==> src/sv/mrm_pkg.sv <==
// Shared types and constants for the 4x4 row multiply block.
`timescale 1ns / 1ps

package mrm_pkg;

    localparam int DIM       = 4;
    localparam int ROW_W     = 2;
    localparam int VAL_W     = 32;
    localparam int FRAC_BITS = 16;
    localparam int PROD_W    = 2 * VAL_W;
    localparam int PAIR_W    = PROD_W + 1;
    localparam int SUM_W     = PROD_W + 2;
    localparam int TDATA_W   = 136;
    localparam int PAD_W     = TDATA_W - ROW_W - DIM * VAL_W;

    typedef logic signed [VAL_W-1:0]  t_val;
    typedef logic signed [PROD_W-1:0] t_prod;
    typedef logic signed [PAIR_W-1:0] t_pair;
    typedef logic [ROW_W-1:0]         t_row;

    // Item kind carried on the input tuser.
    typedef enum logic {
        MODE_LOAD = 1'b0,
        MODE_MUL  = 1'b1
    } t_mode;

    // Load enables for the two lane stages.
    typedef struct packed {
        logic s1;
        logic s2;
    } t_lane_en;

endpackage

==> src/sv/mrm_merge.sv <==
// Final sum, floor shift and saturation of all lanes into the output register.
`timescale 1ns / 1ps

module mrm_merge (
    input  logic           i_clk,
    input  logic           i_en,
    input  mrm_pkg::t_row  i_row,
    input  mrm_pkg::t_pair i_pair [mrm_pkg::DIM][2],
    output mrm_pkg::t_row  o_row,
    output mrm_pkg::t_val  o_prod [mrm_pkg::DIM]
);

    logic signed [mrm_pkg::SUM_W-1:0] w_sum   [mrm_pkg::DIM];
    logic signed [mrm_pkg::SUM_W-1:0] w_shift [mrm_pkg::DIM];
    mrm_pkg::t_val                    w_sat   [mrm_pkg::DIM];
    logic [mrm_pkg::SUM_W-mrm_pkg::VAL_W:0] w_top [mrm_pkg::DIM];
    mrm_pkg::t_row                    r_row;
    mrm_pkg::t_val                    r_prod  [mrm_pkg::DIM];

    // The arithmetic shift of the exact sum is the floor of sum / 2^16.
    always_comb begin
        for (int c = 0; c < mrm_pkg::DIM; c++) begin
            w_sum[c]   = mrm_pkg::SUM_W'(i_pair[c][0]) + mrm_pkg::SUM_W'(i_pair[c][1]);
            w_shift[c] = w_sum[c] >>> mrm_pkg::FRAC_BITS;
            w_top[c]   = w_shift[c][mrm_pkg::SUM_W-1:mrm_pkg::VAL_W-1];
            if ((&w_top[c]) || !(|w_top[c])) begin
                w_sat[c] = w_shift[c][mrm_pkg::VAL_W-1:0];
            end else if (w_shift[c][mrm_pkg::SUM_W-1]) begin
                w_sat[c] = {1'b1, {(mrm_pkg::VAL_W-1){1'b0}}};
            end else begin
                w_sat[c] = {1'b0, {(mrm_pkg::VAL_W-1){1'b1}}};
            end
        end
    end

    always_ff @(posedge i_clk) begin
        if (i_en) begin
            r_row  <= i_row;
            r_prod <= w_sat;
        end
    end

    assign o_row  = r_row;
    assign o_prod = r_prod;

endmodule

==> config.mk <==
export PLATFORM = sky130hd
export DESIGN_NAME = mrm_merge
export DESIGN_NICKNAME = d
export VERILOG_FILES = /design/src/sv/mrm_pkg.sv /design/src/sv/mrm_merge.sv
export SDC_FILE = /design/constraint.sdc
export NUM_CORES = 1
export LEC_CHECK = 0
export CORE_AREA = 2 2 251 253
export CTS_BUF_LIST = sky130_fd_sc_hd__clkbuf_8 sky130_fd_sc_hd__clkbuf_16
export DETAILED_ROUTE_END_ITERATION = 6
export DIE_AREA = 0 0 253 255
export DONT_BUFFER_PORTS = 1
export PLACE_DENSITY = 0.5
export SLEW_MARGIN = 20
export SYNTH_ARGS = -nofsm -noshare
export SYNTH_HDL_FRONTEND = slang
export SYNTH_SLANG_ARGS = --single-unit
==> constraint.sdc <==
create_clock -name i_clk -period 10.28 [get_ports i_clk]
set_clock_uncertainty 0.2 [all_clocks]
set_input_delay 1.028 -clock i_clk [delete_from_list [all_inputs] [get_ports i_clk]]
set_output_delay 1.028 -clock i_clk [all_outputs]
set_load 0.05 [all_outputs]
==> metrics.md <==
| Metric | Value |
|---|---|
| Status | `finished, final reports clean` |
| Number of library cell types mapped by synthesis | `90` |
| Initial DRC Count | `1,772` |
| Initial antenna violation count | `7` |
| Worst path slowest cell | `a2111oi_1` |
| Syn nets | `3,551` |
| Final nets | `3,445` |
| Critical Path RT | `10,280 ps` |
| Routability Congestion | `0.9706` |
| Postcts setup bufs | `0` |
| Post-CTS Resized | `0` |
| Input/output buffers | `0` |
| CP delay by family, top | `compound AO/OA/AOI/OAI gates` |
| PnR worst setup slack | `4212 ps` |
| Kind of critical path | `primary input to flip-flop` |
| Largest vdd supply drop | `120.8 uV` |
| CTS buffer count | `17` |
| Fillers | `6,674` |
| Most used cell, CP | `nor4_1` |
| Post-synthesis cell area | `21,000 um^2` |
| Total vias in the final route | `21,960` |
| Flops & latches, synth | `130` |
| Hold Crit Class | `primary input to flip-flop` |
| Rel. slew slack | `36.79%` |
| Largest net degree at the start of global routing | `131` |
| Register area share after synthesis | `18.59%` |
| RSZ-0062 raised after global routing | `no` |
| Power per cell area | `132.5 nW/um^2` |
| Leak | `8.841 nW` |
| Tot GR Track Use | `26.78%` |
| DR pass1 iterations | `6` |
| Ys async rst share | `0%` |
| DR vias/cell | `6.307` |
| Crit path buf inv count | `1` |
| Slew @ Worst Pin | `945.8 ps` |
| Worst-path clk slew | `100 ps` |
| Crit end category | `flip-flop` |
| Clk buf depth | `2` |
| Routed Antenna Nets | `0` |
| Synth warnings | `0` |
| # DRC | `0` |
| Placement Setup Slack | `3683 ps` |
| F_max | `0.1648 GHz` |
| Die height | `255 um` |
| Post-synth EDFFs | `130` |
| Width of the die | `253 um` |
| Ports | `654` |
| Hold_ws | `403.5 ps` |
| Final Max Slew Viols | `0` |
| Hold Fails Final Rpt | `0` |
| Total wire length | `90,180 um` |
| First-pass GRT wire length | `132,000 um` |
| Area Growth Syn to Fin | `5.630%` |
| Rows | `92` |
| Vias in the first global route | `21,270` |
| Fin crit period | `6068 ps` |
| Mean Syn Cell Area | `7.579 um^2` |
| Initial Util | `33.79%` |
| Final HPWL DP | `75,130 um` |
| Hold_buf cts | `0` |
| Cell count after synthesis | `2,771` |
| Kind of start point of the critical path | `primary input` |
| Area occupied by multi-input gates | `16,310 um^2` |
| Seq. cell area | `3904 um^2` |
| Crit-path max FO | `31` |
| Total negative slack | `0 ps` |
| Ys flop type | `edfxtp_1` |
| Final setup viols | `0` |
| CTS tree | `built` |
| Worst path cell trace | `ha_1 -> nand2_1 -> o31a_1 -> a2111o_1 -> a2111oi_1 -> o211ai_1 -> o22a_1 -> nor4_1 -> and4b_1 -> nand4_1 -> nor4_1 -> a21oi_4 -> buf_4 -> mux2i_1` |
| Max-cap violation count | `0` |
| Num Clock Sinks | `130` |
| CORE AREA | `62,160 um^2` |
| Crit-path max cell delay | `900 ps` |
| GR Overflow Total | `0` |
| Layout cells sized above 1 | `4.033%` |
| H-Tree Depth | `4` |
| CTS root buf | `clkbuf_16` |
| Worst EP arrival | `6070 ps` |
| Final period util | `59.02%` |
| Post-detailed-route wirelength per cell | `25.91 um` |
| Die area | `64,520 um^2` |
Yosys cell counts (16+ instances only):
library cell,number,area [um^2]
a22oi_1,23,172.7
or2_2,18,112.6
o21ai_1,17,85.08
and3_1,20,125.1
o21ai_0,177,885.9
edfxtp_1,130,3904
nand2b_1,18,112.6
o211ai_1,26,195.2
o21bai_1,49,367.9
clkbuf_1,119,446.7
nand2_1,297,1115
nand3_1,119,595.6
nand4_1,115,719.4
xnor2_1,95,832.1
nor3_1,75,375.4
inv_1,72,270.3
nor4_1,17,106.4
a211oi_1,22,165.2
buf_2,16,80.08
nor2_1,173,649.4
o21a_1,28,210.2
mux2i_1,36,360.4
ha_1,256,3203
nor2b_1,17,106.4
a21o_1,130,975.9
o31ai_1,18,135.1
a21oi_1,338,1692
xor2_1,68,595.6
a31oi_1,34,212.7
kinds of logic (layout without fill, tap and decap cells):
| logic type | after synthesis | in the layout | share of synthesized area [%] |
|---|---|---|---|
| DFF | 130 | 130 | 18.59 |
| xor gates and xnor gates | 163 | 163 | 6.798 |
| muxes | 39 | 39 | 1.877 |
| adders and majority gates | 256 | 256 | 15.25 |
| other | 0 | 4 | 0 |
| AOI/OAI and AO/OA | 1011 | 1011 | 30.90 |
| and+or+nand+nor | 960 | 960 | 22.58 |
| buffers and inverters | 212 | 119 | 4.010 |
final timing paths:
path / startpoint / end / slack, ps / depth (start not counted)
min: i_row[0] / o_row[0] / 400 / 0
max: i_pair[8] / o_prod[18] / 4210 / 14
metrics by stage:
step	instance area (um^2)	power, mW	std cells	util (%)
floorplan	21000	1.879	2771	-
global placement	21590	2.266	3445	34.74
detailed placement	21590	2.261	3445	34.74
CTS	22170	2.942	3477	35.67
global route	22180	3.101	3479	35.68
finish	22180	2.939	3481	35.69
state kept, by name, summed over array words and instances, names as in the netlist:
name    cells
o_prod    128
o_row       2
layout make-up:
class | count | share of cell area (%)
clock inverters | 15 | 0.6937
inverters | 72 | 1.218
multi-input cells | 2429 | 73.51
clock buffers | 17 | 1.918
well taps | 799 | 4.506
flip-flops and latches | 130 | 17.60
diodes | 4 | 0.04512
repair buffers | 15 | 0.5076
per-layer routing:
layer | global-route usage, % | vias to the layer above | share of wire [%]
met3 | 6.722 | 108 | 8.0
met2 | 46.54 | 931 | 48
met5 | 0 | - | 0.077
met1 | 32.75 | 10520 | 42
met4 | 7.439 | 10 | 2.1
li1 | - | 10380 | -
power breakdown:
| part | switching [mW] | total (mW) | internal [mW] |
|---|---|---|---|
| Sequential | 0.312 | 1.00 | 0.691 |
| Clock | 0.300 | 0.659 | 0.359 |
| Combinational | 0.823 | 1.28 | 0.454 |
| Total | 1.44 | 2.94 | 1.50 |
cells in the final DEF, fill, tap and decap left out, types with 8 or more instances in the layout:
cell and instances:
xor2_1 68, nand3_1 119, o21ai_0 177, o211ai_1 26, a21o_1 130, nor4_1 16, and2_1 15, nor2_1 173
a221oi_1 10, a211oi_1 22, o221ai_1 10, a21oi_1 337, o21bai_1 49, a21boi_0 12, ha_1 256, and3_1 20
nor2b_1 16, or3_1 15, a31oi_1 34, a311oi_1 9, xnor2_1 95, nand2_1 297, nand2b_1 18, inv_1 73
a22oi_1 23, nor3_1 75, a2111oi_0 8, clkbuf_16 17, o21a_1 28, nand4_1 115, o21ai_1 15, or2_2 18
mux2i_1 36, edfxtp_1 130, or4_1 9, o31ai_1 17, buf_4 15, and4_1 15
No activity file was read; power rests on OpenSTA's default activity.
